===== config.mk =====
export PLATFORM = sky130hd
export DESIGN_NAME = snoop_coherence_mesi_moesi
export DESIGN_NICKNAME = d
export VERILOG_FILES = /design/src/hdl/scm_pkg.sv /design/src/hdl/scm_ctrl.sv /design/src/hdl/scm_datapath.sv /design/src/hdl/snoop_coherence_mesi_moesi.sv
export VERILOG_INCLUDE_DIRS = /design/src /design/src/hdl
export SDC_FILE = /design/constraint.sdc
export NUM_CORES = 2
export LEC_CHECK = 0
export CORE_ASPECT_RATIO = 1.4
export CORE_MARGIN = 1.5
export CORE_UTILIZATION = 50
export DETAILED_ROUTE_END_ITERATION = 12
export DONT_BUFFER_PORTS = 1
export HOLD_SLACK_MARGIN = 0.02
export PLACE_DENSITY = 0.77
export RECOVER_POWER = 25
export SKIP_CTS_REPAIR_TIMING = 1
export SLEW_MARGIN = 20
export SYNTH_ARGS = -nofsm -noshare
export SYNTH_HDL_FRONTEND = slang
export SYNTH_SLANG_ARGS = --single-unit

===== constraint.sdc =====
create_clock -name clock -period 8.6 [get_ports clock]
set_input_delay 0.86 -clock clock [delete_from_list [all_inputs] [get_ports clock]]
set_output_delay 0.86 -clock clock [all_outputs]
set_load 0.01 [all_outputs]

===== src/hdl/snoop_coherence_mesi_moesi_macros.svh =====
// Assertion macros shared by the coherence block.
`ifndef SNOOP_COHERENCE_MESI_MOESI_MACROS_SVH
`define SNOOP_COHERENCE_MESI_MOESI_MACROS_SVH

// Check an implication every clock, quiet during reset.
`define SCM_ASSERT_IMP(label, clk, rst, ante, cons) \
   label: assert property (@(posedge clk) disable iff (rst) (ante) |-> (cons)) \
      else $error("check failed");

// Check that the consequence holds in the cycle after the antecedent.
`define SCM_ASSERT_NEXT(label, clk, rst, ante, cons) \
   label: assert property (@(posedge clk) disable iff (rst) (ante) |=> (cons)) \
      else $error("check failed");

`endif


===== src/hdl/scm_pkg.sv =====
`timescale 1ns / 1ps
package scm_pkg;

   localparam int CORES_DEF     = 4;
   localparam int LINES_DEF     = 4;
   localparam int MEM_WORDS_DEF = 16;
   localparam int DATA_BITS_DEF = 32;

   localparam logic [1:0] KIND_READ    = 2'd0;
   localparam logic [1:0] KIND_WRITE   = 2'd1;
   localparam logic [1:0] KIND_PRELOAD = 2'd2;

   localparam logic [2:0] ST_I = 3'd0;
   localparam logic [2:0] ST_S = 3'd1;
   localparam logic [2:0] ST_E = 3'd2;
   localparam logic [2:0] ST_O = 3'd3;
   localparam logic [2:0] ST_M = 3'd4;

   localparam logic [1:0] FILL_MEM    = 2'd0;
   localparam logic [1:0] FILL_REMOTE = 2'd1;
   localparam logic [1:0] FILL_NONE   = 2'd2;

   typedef struct packed {
      logic [1:0]         kind;
      logic [1:0]         core;
      logic [3:0]         address;
      logic signed [31:0] data;
   } req_type;

   typedef struct packed {
      logic signed [31:0] line_data;
      logic [2:0]         line_state;
      logic               local_hit;
      logic [3:0]         holder_mask;
      logic [1:0]         fill_source;
      logic [1:0]         source_cache;
      logic [2:0]         writebacks;
      logic [2:0]         invalidations;
   } rsp_type;

   typedef enum logic [2:0] {
      CTL_IDLE,
      CTL_SNOOP,
      CTL_UPDATE,
      CTL_FILL,
      CTL_RESPOND
   } ctl_state_type;

   typedef struct packed {
      logic load;
      logic snoop;
      logic update;
      logic fill;
      logic respond;
   } ctl_cmd_type;

   typedef struct packed {
      logic preload;
      logic rsp_busy;
   } ctl_status_type;

endpackage


===== src/hdl/scm_ctrl.sv =====
`timescale 1ns / 1ps
module scm_ctrl
   import scm_pkg::*;
(
   input  logic           clock,
   input  logic           reset,
   input  logic           req_valid,
   output logic           req_stall,
   input  ctl_status_type status,
   output ctl_cmd_type    cmd
);

   ctl_state_type state_ff, state_in;

   always_ff @(posedge clock) begin
      if (reset) begin
         state_ff <= CTL_IDLE;
      end else begin
         state_ff <= state_in;
      end
   end

   always_comb begin
      state_in = state_ff;
      unique case (state_ff)
         CTL_IDLE: begin
            if (req_valid) state_in = CTL_SNOOP;
         end
         CTL_SNOOP: begin
            state_in = status.preload ? CTL_FILL : CTL_UPDATE;
         end
         CTL_UPDATE: state_in = CTL_FILL;
         CTL_FILL: state_in = CTL_RESPOND;
         CTL_RESPOND: begin
            if (!status.rsp_busy) state_in = CTL_IDLE;
         end
         default: state_in = CTL_IDLE;
      endcase
   end

   always_comb begin
      cmd = '0;
      req_stall = 1'b1;
      unique case (state_ff)
         CTL_IDLE: begin
            req_stall = 1'b0;
            cmd.load = req_valid;
         end
         CTL_SNOOP:   cmd.snoop = 1'b1;
         CTL_UPDATE:  cmd.update = 1'b1;
         CTL_FILL:    cmd.fill = 1'b1;
         CTL_RESPOND: cmd.respond = !status.rsp_busy;
         default: ;
      endcase
   end

endmodule


===== src/hdl/scm_datapath.sv =====
`timescale 1ns / 1ps
module scm_datapath
   import scm_pkg::*;
#(
   parameter int CORES     = CORES_DEF,
   parameter int LINES     = LINES_DEF,
   parameter int MEM_WORDS = MEM_WORDS_DEF,
   parameter int DATA_BITS = DATA_BITS_DEF
) (
   input  logic           clock,
   input  logic           reset,
   input  logic           mode,
   input  req_type        req,
   input  ctl_cmd_type    cmd,
   output ctl_status_type status,
   output logic           rsp_valid,
   input  logic           rsp_stall,
   output rsp_type        rsp
);

   localparam int CW = (CORES > 1) ? $clog2(CORES) : 1;
   localparam int LW = (LINES > 1) ? $clog2(LINES) : 1;
   localparam int AW = (MEM_WORDS > 1) ? $clog2(MEM_WORDS) : 1;

   logic [AW-1:0]        tag_ff    [CORES][LINES];
   logic [2:0]           stat_ff   [CORES][LINES];
   logic                 dirty_ff  [CORES][LINES];
   logic [DATA_BITS-1:0] value_ff  [CORES][LINES];
   logic [DATA_BITS-1:0] mem [MEM_WORDS];

   logic [1:0]           kind_ff;
   logic [CW-1:0]        core_ff;
   logic [AW-1:0]        addr_ff;
   logic [LW-1:0]        idx_ff;
   logic [DATA_BITS-1:0] data_ff;
   logic                 hit_ff;
   logic [CORES-1:0]     mask_ff;
   logic [CW-1:0]        first_ff;
   logic [2:0]           wb_ff, inv_ff;
   logic [DATA_BITS-1:0] memrd_ff;
   logic                 rsp_valid_ff;
   rsp_type              rsp_ff;

   logic [CORES-1:0] mask_in;
   logic [CW-1:0]    first_in;
   logic             hit_in;

   logic [CW-1:0]        core_in;
   logic [AW-1:0]        addr_in;
   logic [DATA_BITS-1:0] data_in;

   assign core_in = CW'(32'(req.core) % CORES);
   assign addr_in = AW'(32'(req.address) % MEM_WORDS);
   assign data_in = DATA_BITS'(64'(signed'(req.data)));

   always_comb begin
      mask_in = '0;
      first_in = '0;
      for (int i = CORES - 1; i >= 0; i--) begin
         if (CW'(i) != core_ff && stat_ff[i][idx_ff] != ST_I
             && tag_ff[i][idx_ff] == addr_ff) begin
            mask_in[i] = 1'b1;
            first_in = CW'(i);
         end
      end
      hit_in = stat_ff[core_ff][idx_ff] != ST_I && tag_ff[core_ff][idx_ff] == addr_ff;
   end

   // Write-back on leaving a state toward Invalid.
   function automatic logic flush_inv(logic m, logic [2:0] st, logic d);
      flush_inv = (m == 1'b0) ? d : (d && st != ST_S);
   endfunction

   logic             vic_valid, vic_flush;
   logic [CORES-1:0] upd_inv, upd_flush;
   logic [2:0]       wb_cnt, inv_cnt;
   logic             do_remote;

   always_comb begin
      do_remote = !hit_ff && mask_ff != '0;
      upd_inv   = '0;
      upd_flush = '0;
      for (int i = 0; i < CORES; i++) begin
         if (mask_ff[i]) begin
            if (kind_ff == KIND_WRITE) begin
               upd_inv[i] = 1'b1;
               upd_flush[i] = flush_inv(mode, stat_ff[i][idx_ff], dirty_ff[i][idx_ff]);
            end else if (do_remote && stat_ff[i][idx_ff] != ST_S && mode == 1'b0) begin
               upd_flush[i] = dirty_ff[i][idx_ff];
            end
         end
      end
      vic_valid = !hit_ff && stat_ff[core_ff][idx_ff] != ST_I;
      vic_flush = vic_valid
                  && flush_inv(mode, stat_ff[core_ff][idx_ff], dirty_ff[core_ff][idx_ff]);
      wb_cnt  = 3'($countones(upd_flush)) + 3'(vic_flush);
      inv_cnt = 3'($countones(upd_inv)) + 3'(vic_valid);
   end

   always_ff @(posedge clock) begin
      if (cmd.load) begin
         kind_ff <= req.kind;
         core_ff <= core_in;
         addr_ff <= addr_in;
         idx_ff  <= LW'(32'(addr_in) % LINES);
         data_ff <= data_in;
      end
      if (cmd.snoop) begin
         mask_ff  <= mask_in;
         first_ff <= first_in;
         hit_ff   <= hit_in;
      end
      if (cmd.update) begin
         wb_ff  <= wb_cnt;
         inv_ff <= inv_cnt;
      end
   end

   always_ff @(posedge clock) begin
      if (reset) begin
         for (int c = 0; c < CORES; c++) begin
            for (int l = 0; l < LINES; l++) begin
               tag_ff[c][l]   <= '0;
               stat_ff[c][l]  <= ST_I;
               dirty_ff[c][l] <= 1'b0;
               value_ff[c][l] <= '0;
            end
         end
      end else if (cmd.update && kind_ff <= KIND_WRITE) begin
         for (int i = 0; i < CORES; i++) begin
            if (mask_ff[i]) begin
               if (kind_ff == KIND_WRITE) begin
                  stat_ff[i][idx_ff]  <= ST_I;
                  dirty_ff[i][idx_ff] <= 1'b0;
               end else if (do_remote && stat_ff[i][idx_ff] != ST_S) begin
                  if (mode == 1'b0) begin
                     stat_ff[i][idx_ff]  <= ST_S;
                     dirty_ff[i][idx_ff] <= 1'b0;
                  end else if (stat_ff[i][idx_ff] == ST_E) begin
                     stat_ff[i][idx_ff] <= ST_S;
                  end else begin
                     stat_ff[i][idx_ff] <= ST_O;
                  end
               end
            end
         end
         if (kind_ff == KIND_WRITE) begin
            tag_ff[core_ff][idx_ff]   <= addr_ff;
            stat_ff[core_ff][idx_ff]  <= ST_M;
            dirty_ff[core_ff][idx_ff] <= 1'b1;
            value_ff[core_ff][idx_ff] <= data_ff;
         end else if (do_remote) begin
            tag_ff[core_ff][idx_ff]   <= addr_ff;
            stat_ff[core_ff][idx_ff]  <= ST_S;
            dirty_ff[core_ff][idx_ff] <= mode && dirty_ff[first_ff][idx_ff];
            value_ff[core_ff][idx_ff] <= value_ff[first_ff][idx_ff];
         end
      end else if (cmd.fill && kind_ff == KIND_READ && !hit_ff && mask_ff == '0) begin
         tag_ff[core_ff][idx_ff]   <= addr_ff;
         stat_ff[core_ff][idx_ff]  <= ST_E;
         dirty_ff[core_ff][idx_ff] <= 1'b0;
         value_ff[core_ff][idx_ff] <= memrd_ff;
      end
   end

   logic                 remote_wb_ff;
   logic [DATA_BITS-1:0] remote_val_ff;
   logic [DATA_BITS-1:0] remote_val;

   // Memory: one write port, one registered read; flushed lines go out one per cycle.
   logic             mem_we;
   logic [AW-1:0]    mem_wa;
   logic [DATA_BITS-1:0] mem_wd;

   always_comb begin
      mem_we = 1'b0;
      mem_wa = addr_ff;
      mem_wd = data_ff;
      if (cmd.snoop && kind_ff == KIND_PRELOAD) begin
         mem_we = 1'b1;
      end else if (cmd.update) begin
         // All flushed lines hold the same word except the victim; the
         // victim's tag differs, remote copies share the requested tag.
         if (vic_flush) begin
            mem_we = 1'b1;
            mem_wa = tag_ff[core_ff][idx_ff];
            mem_wd = value_ff[core_ff][idx_ff];
         end
      end else if (cmd.fill && remote_wb_ff) begin
         mem_we = 1'b1;
         mem_wa = addr_ff;
         mem_wd = remote_val_ff;
      end
   end

   always_comb begin
      remote_val = '0;
      for (int i = CORES - 1; i >= 0; i--) begin
         if (upd_flush[i]) remote_val = value_ff[i][idx_ff];
      end
   end

   always_ff @(posedge clock) begin
      if (reset) begin
         remote_wb_ff <= 1'b0;
      end else if (cmd.update) begin
         remote_wb_ff <= upd_flush != '0;
      end else if (cmd.fill) begin
         remote_wb_ff <= 1'b0;
      end
      if (cmd.update) remote_val_ff <= remote_val;
   end

   always_ff @(posedge clock) begin
      if (reset) begin
         for (int w = 0; w < MEM_WORDS; w++) begin
            mem[w] <= '0;
         end
      end else if (mem_we) begin
         mem[mem_wa] <= mem_wd;
      end
      memrd_ff <= mem[addr_ff];
   end

   rsp_type rsp_in;
   always_comb begin
      rsp_in = '0;
      rsp_in.fill_source = FILL_NONE;
      if (kind_ff <= KIND_WRITE) begin
         rsp_in.line_data     = 32'(value_ff[core_ff][idx_ff]);
         rsp_in.line_state    = stat_ff[core_ff][idx_ff];
         rsp_in.local_hit     = hit_ff;
         rsp_in.holder_mask   = 4'(mask_ff);
         rsp_in.writebacks    = wb_ff;
         rsp_in.invalidations = inv_ff;
         if (kind_ff == KIND_READ && !hit_ff) begin
            rsp_in.fill_source  = (mask_ff != '0) ? FILL_REMOTE : FILL_MEM;
            rsp_in.source_cache = (mask_ff != '0) ? 2'(first_ff) : 2'd0;
         end
      end
   end

   always_ff @(posedge clock) begin
      if (reset) begin
         rsp_valid_ff <= 1'b0;
      end else if (cmd.respond) begin
         rsp_valid_ff <= 1'b1;
      end else if (!rsp_stall) begin
         rsp_valid_ff <= 1'b0;
      end
      if (cmd.respond) rsp_ff <= rsp_in;
   end

   assign status.preload  = kind_ff[1];
   assign status.rsp_busy = rsp_valid_ff && rsp_stall;
   assign rsp_valid = rsp_valid_ff;
   assign rsp = rsp_ff;

endmodule


===== src/hdl/snoop_coherence_mesi_moesi.sv =====
`timescale 1ns / 1ps
// Requests are handled one at a time: a new one is taken only in idle, after the
// last response has been loaded for output. The controller sequences snoop, line
// update (not for preload), memory fill and response through one memory port.
// Reset: synchronous; all lines Invalid, memory words zero, mode MESI.
module snoop_coherence_mesi_moesi
   import scm_pkg::*;
#(
   parameter int CORES     = CORES_DEF,
   parameter int LINES     = LINES_DEF,
   parameter int MEM_WORDS = MEM_WORDS_DEF,
   parameter int DATA_BITS = DATA_BITS_DEF
) (
   input  logic    clock,
   input  logic    reset,
   input  logic    req_valid,
   output logic    req_stall,
   input  req_type req_data,
   output logic    rsp_valid,
   input  logic    rsp_stall,
   output rsp_type rsp_data,
   input  logic    csr_valid,
   output logic    csr_ready,
   input  logic    csr_data
);

`include "snoop_coherence_mesi_moesi_macros.svh"

   logic           mode_ff;
   ctl_cmd_type    cmd;
   ctl_status_type status;

   assign csr_ready = 1'b1;

   always_ff @(posedge clock) begin
      if (reset) begin
         mode_ff <= 1'b0;
      end else if (csr_valid && csr_ready) begin
         mode_ff <= csr_data;
      end
   end

   scm_ctrl u_ctrl (
      .clock     (clock),
      .reset     (reset),
      .req_valid (req_valid),
      .req_stall (req_stall),
      .status    (status),
      .cmd       (cmd)
   );

   scm_datapath #(
      .CORES     (CORES),
      .LINES     (LINES),
      .MEM_WORDS (MEM_WORDS),
      .DATA_BITS (DATA_BITS)
   ) u_dp (
      .clock     (clock),
      .reset     (reset),
      .mode      (mode_ff),
      .req       (req_data),
      .cmd       (cmd),
      .status    (status),
      .rsp_valid (rsp_valid),
      .rsp_stall (rsp_stall),
      .rsp       (rsp_data)
   );

   `SCM_ASSERT_IMP(a_one_cmd, clock, reset, 1'b1, $onehot0(cmd))
   `SCM_ASSERT_NEXT(a_load_stalls, clock, reset, cmd.load, req_stall)
   `SCM_ASSERT_NEXT(a_respond_valid, clock, reset, cmd.respond, rsp_valid)

endmodule


Word level (Yosys, flattened, before mapping)
Memory sizes are Yosys's and may differ from the RTL's. A register that Yosys moved wholly into a read port is not among the register bits.
Cells that the tools add are included.
- register bits: 143
- latch bits: 0
- bits in writable memories: 1152
- memory bits (read-only): 0
- output and inout port bits: 53
- word-level logic and storage cells: 1493
- memories: 5
- memory list (memory ; depth ; width ; read ports ; clocked after Yosys merged registers in ; wr ports ; line ; text):
    u_dp.mem ; 16 ; 32 ; 1 ; 1 ; 16 ; scm_datapath.sv:29 ; logic [DATA_BITS-1:0] mem [MEM_WORDS];
    u_dp.value_ff ; 4 ; 128 ; 6 ; 1 ; 4 ; scm_datapath.sv:28 ; logic [DATA_BITS-1:0] value_ff [CORES][LINES];
    u_dp.tag_ff ; 4 ; 16 ; 5 ; 1 ; 4 ; scm_datapath.sv:25 ; logic [AW-1:0] tag_ff [CORES][LINES];
    u_dp.stat_ff ; 4 ; 12 ; 5 ; 1 ; 5 ; scm_datapath.sv:26 ; logic [2:0] stat_ff [CORES][LINES];
    u_dp.dirty_ff ; 4 ; 4 ; 6 ; 1 ; 5 ; scm_datapath.sv:27 ; logic dirty_ff [CORES][LINES];
- add/sub/neg operators: 8
- multiply operators: 0
- div/mod/pow operators: 0
- $lt $le $gt $ge: 3
- eq/ne operators: 26
- shift-type cells: 0
- multiplexer cells: 825
- bitwise operators: 546
- reductions and logical operators: 56
- operator list (cell ; count):
    32-bit 2-to-1 mux ; 22
    1-bit 2-to-1 mux ; 700
    128-bit 2-to-1 mux ; 5
    1-bit OR ; 544
    32-bit binary-select mux with 2-bit select ; 6
    12-bit 2-to-1 mux ; 19
    128-bit OR reduction ; 1
    4-bit 2-to-1 mux ; 26
    16-bit 2-to-1 mux ; 5
    32-bit demux with 2-bit select ; 1
    4-bit binary-select mux with 2-bit select ; 5
    3-bit 2-to-1 mux ; 13
    1-bit logical AND ; 35
    32-bit OR reduction ; 1
    3-bit binary-select mux with 2-bit select ; 5
    4-bit == test ; 5
    3-bit by 2-bit == test with 1-bit output, second input constant ; 6
    2-bit 2-to-1 mux ; 8
    16-bit OR reduction ; 1
    3-bit by 1-bit != test with 1-bit output, second input constant ; 5
    3-bit case mux with 5 select lines ; 1
    3-bit nonzero test ; 5
    1-bit binary-select mux with 2-bit select ; 6
    1-bit by 1-bit adder with 2-bit output ; 4
    27 further kinds ; 35

Depth between registers and ports, before layout
- depth in word-level cells: 16
- mapped depth: 15
- depth with buffers taken out: 10

By module
Synthesis repeated with hierarchy kept, for this count alone.
- cells, all modules: 4644
- area total of the unflattened synthesis: 67925.1 sq um
- by module, submodules not included (module ; instances ; cells each ; area an instance (sq um) ; sequential area each (sq um)):
    scm_datapath ; 1 ; 4619 ; 67664.9 ; 39327.7
    scm_ctrl ; 1 ; 20 ; 215.2 ; 60.1
    snoop_coherence_mesi_moesi ; 1 ; 5 ; 45.0 ; 20.0

Worst setup path after synthesis
OpenSTA, ideal clock, no wires.
- path type: input port to flip-flop
- start: input rsp_stall
- end: register u_dp.rsp_ff, in the netlist u_dp.rsp[0] (enable)
- setup time: 0.474 ns
- arrival time: 3.323 ns
- data required time: 8.126 ns
- setup slack: 4.802 ns
- stages: 1
- cells stage by stage: a21oi_1
- cells in the longest elaborated chain, start to end: 3
- ends and longest elaborated chain (what ; line ; text):
    start, declared ; snoop_coherence_mesi_moesi.sv:20 ; input logic rsp_stall,
    1-bit logical AND ; scm_datapath.sv:255 ; assign status.rsp_busy = rsp_valid_ff && rsp_stall;
    1-bit zero test ; - ;
    1-bit 2-to-1 mux ; scm_ctrl.sv:44 ; unique case (state_ff)
    end signal, assigned ; scm_datapath.sv:251 ; if (cmd.respond) rsp_ff <= rsp_in;
    end, declared ; scm_datapath.sv:42 ; rsp_type rsp_ff;
Every way passes these cells.
A chain may end at the register's enable or synchronous reset.

==> summary.md <==
| Metric | Value |
|---|---|
| Cell count after synthesis | `4476` |
| Overflow after GRT | `0` |
| Metal2 WL | `100 mm` |
| Clock share of power | `0.351` |
| Fin. Hold Viols | `0` |
| Post-synthesis cell area | `66800 µm²` |
| DRT iter0 DRCs | `8209` |
| Reg power frac | `0.472` |
| Hold Path Class | `in -> reg` |
| Min Tclk post-route | `7.69 ns` |
| Ys Warns | `0` |
| Layout net count | `4361` |
| Period utilization | `0.894` |
| Vias in the first global route | `44700` |
| Worst skew pair latency | `0.79 ns` |
| Status | `complete, but fails checks` |
| Internal Power | `11.7 mW` |
| Initial core utilization | `0.504` |
| Placer Congestion | `1.00` |
| Reg-to-Reg End | `u_dp.stat_ff[0][0]$_DFFE_PP_` |
| Layout cells sized above 1 | `0.242` |
| Setup TNS Final | `0 ns` |
| CTS Buf Count | `120` |
| Synth cell types | `69` |
| Crit path capture type | `flop` |
| Global-route wire length before repair | `309 mm` |
| FF-to-FF setup slack | `0.91 ns` |
| Largest net degree at the start of global routing | `127` |
| TritonCTS clock tree | `yes` |
| Top cells by count, synth | `edfxtp_1, nor2_1, mux4_2, clkbuf_1, a21oi_1` |
| Combinational Power Share | `0.177` |
| Total net switching power | `4.60 mW` |
| Max IR drop VDD | `0.174 mV` |
| DRT Wirelength | `218 mm` |
| Total GRT Usage | `0.317` |
| Register area share after synthesis | `0.590` |
| Hold slack | `0.154 ns` |
| Final antenna-violating net count | `0` |
| Core area | `132000 µm²` |
| Total clock sinks | `1327` |
| Placed cell count | `5942` |
| WL met1 | `65.1 mm` |
| Syn_area_per_cell | `14.9 µm²` |
| Max Used Layer | `met5` |
| Ys async rst share | `0` |
| Multi-input logic area | `25700 µm²` |
| DRC violations left | `0` |
| Num ports | `99` |
| Worst R2R Start | `u_dp.mask_ff[1]$_DFFE_PP_` |
| Vias per inst | `7.29` |
| Via count | `45000` |
| Number of flops mapped to enable cells by yosys | `1283` |
| Initial antenna violation count | `10` |
| Crit path from | `u_dp.mask_ff[1]$_DFFE_PP_` |
| Relative slew slack | `-2.01` |
| Critical path fanouts, max | `40` |
| Root buffer cell | `clkbuf_16` |
| Top post-synthesis cells by area | `edfxtp_1, mux4_2, nor2_1, dfxtp_1, a22o_1` |
| Die area | `136000 µm²` |
| Die height | `435 µm` |
| Total of max-cap violations | `20` |
| Cell Rows | `158` |
| Failing checks | `max-capacitance violations, max-slew violations` |
| Final setup viols | `0` |
| CP Launch Type | `flop` |
| HPWL Detailed | `125 mm` |
| Top-count cell post-synth | `edfxtp_1` |
| Non-filler instance count after layout | `6175` |
| R2R depth | `9` |
| Worst-path clk slew | `0.07 ns` |
| RSZ-0062 raised after global routing | `false` |
| Number of synthesized register bits | `1327` |
| Worst-margin pin slew | `4.52 ns` |
| Max Clock Skew | `0.0409 ns` |
| Worst setup endpoint | `u_dp.stat_ff[0][0]$_DFFE_PP_` |
| Overall power | `16.3 mW` |
| Worst EP arrival | `8.23 ns` |
| Area growth syn-to-layout | `8.49%` |
| Die W | `312 µm` |
| P per Cell Area | `225 nW/µm²` |
| WL/cell | `35.3 µm` |
| Drt first pass iters | `11` |
| Cell taking the most area after synthesis | `edfxtp_1` |
| Most common flop cell mapped by yosys | `edfxtp_1` |
| Worst Path Required | `9.13 ns` |
| Kind of critical path | `reg -> reg` |
| CTS Buffer Depth | `3` |
| Pins Over Slew Limit | `803` |
| Yosys top cell area share | `0.577` |
| Met3 routed WL | `34.1 mm` |
| Pleak | `24.6 nW` |
| Htree depth | `3` |
| Max Fclk | `0.130 GHz` |
| Port buffer count | `0` |
| FF+latch area | `39400 µm²` |
| Sw Ratio | `0.281` |
| # fillers | `10200` |
## kinds of logic (layout without fill, tap and decap cells)
kind of cell	count (synthesis)	count (layout)	share of synthesized area
compound gates	541	541	0.0573
xor+xnor	13	13	0.00170
fa+ha+maj	10	10	0.00232
buf+inv	463	384	0.0307
flops	1327	1327	0.590
mux	716	716	0.233
other cells	2	20	0.000112
simple gates	1404	1404	0.0849
## stage by stage
step                 util  instance area [µm²]  worst slack, ns
floorplan               -                66800             4.80
global placement    0.516                68300             2.75
detailed placement  0.516                68300             2.62
CTS                 0.548                72500             2.63
global route        0.547                72500             1.15
finish              0.547                72500            0.909
## how the worst min path moves through the flow
stage / startpoint / end / cells after the start
after floorplan: u_dp.remote_wb_ff$_SDFFE_PP0P_ / u_dp.remote_wb_ff$_SDFFE_PP0P_ / 2
after global placement: u_dp.remote_wb_ff$_SDFFE_PP0P_ / u_dp.remote_wb_ff$_SDFFE_PP0P_ / 2
after detailed placement: u_dp.remote_wb_ff$_SDFFE_PP0P_ / u_dp.remote_wb_ff$_SDFFE_PP0P_ / 2
after CTS: reset / u_dp.remote_wb_ff$_SDFFE_PP0P_ / 1
after global routing: reset / u_dp.rsp_valid$_SDFFE_PP0P_ / 1
final: reset / u_dp.rsp_valid$_SDFFE_PP0P_ / 1
## state kept, by name, indices dropped and copies added (netlist names), 2 cells and up, named ones only
signal and cells:
u_dp.mem 512, u_dp.value_ff 512, u_dp.tag_ff 64, u_dp.rsp 50
u_dp.stat_ff 48, u_dp.data_ff 32, u_dp.memrd_ff 32, u_dp.remote_val_ff 32
u_dp.dirty_ff 16, u_dp.mask_ff 4, u_ctrl.state_ff 3, u_dp.addr_ff 3
u_dp.inv_ff 3, u_dp.wb_ff 3, u_dp.core_ff 2, u_dp.first_ff 2
u_dp.kind_ff 2
## final cells by class
type                       count  share of cell area
clock buffer                 132              0.0421
antenna                        3            0.000104
clock inverter                97              0.0160
timing repair buffer          91             0.00945
tap                         1760              0.0304
sequential                  1327               0.544
multi-input combinational   2701               0.355
inverter                      64             0.00333
## worst max-delay path: stages (launching register included)
cell and delay (ns):
edfxtp_1 0.54, nor4_1 1.11, nor4_1 0.40, o21ai_4 0.24
clkbuf_1 2.41, nand2_1 0.59, nand2_1 0.25, clkbuf_2 1.44
o21ai_0 0.25, o32ai_1 0.19
## cell usage in the layout (no fill, tap or decap), types with 11 or more instances in the layout
cell,synthesis,final
mux2i_1,38,38
nand2_1,76,44
nand2_2,0,28
bufinv_16,0,20
a22o_1,99,99
clkinv_1,1,26
a21oi_2,32,29
clkbuf_16,0,120
dfxtp_1,44,43
inv_1,62,50
buf_4,39,67
a21oi_1,143,142
clkinvlp_4,0,11
o2bb2ai_1,32,32
nor3_1,20,20
clkinv_2,0,23
edfxtp_1,1283,1283
nor2_1,1179,1172
mux4_2,667,667
xnor2_1,13,13
o21ai_0,46,47
a22oi_1,104,104
conb_1,2,17
inv_2,1,12
nor2b_1,51,50
o22ai_1,38,38
clkbuf_1,203,25
## routing by layer
layer  vias to the layer above  global-route usage
li1                      17100                   -
met3                      1257              0.0972
met1                     22200               0.381
met2                      4441               0.498
met4                        16               0.206
met5                         -                   0
## power groups by stage
stage	Combinational [mW]	Sequential, mW	Clock (mW)
after floorplan	2.03	7.66	0
after global placement	2.74	7.80	0
after detailed placement	2.78	7.82	0
after CTS	2.80	7.68	5.74
after global routing	2.97	7.72	5.97
final	2.89	7.71	5.74
Power figures use the tool's default switching activity.
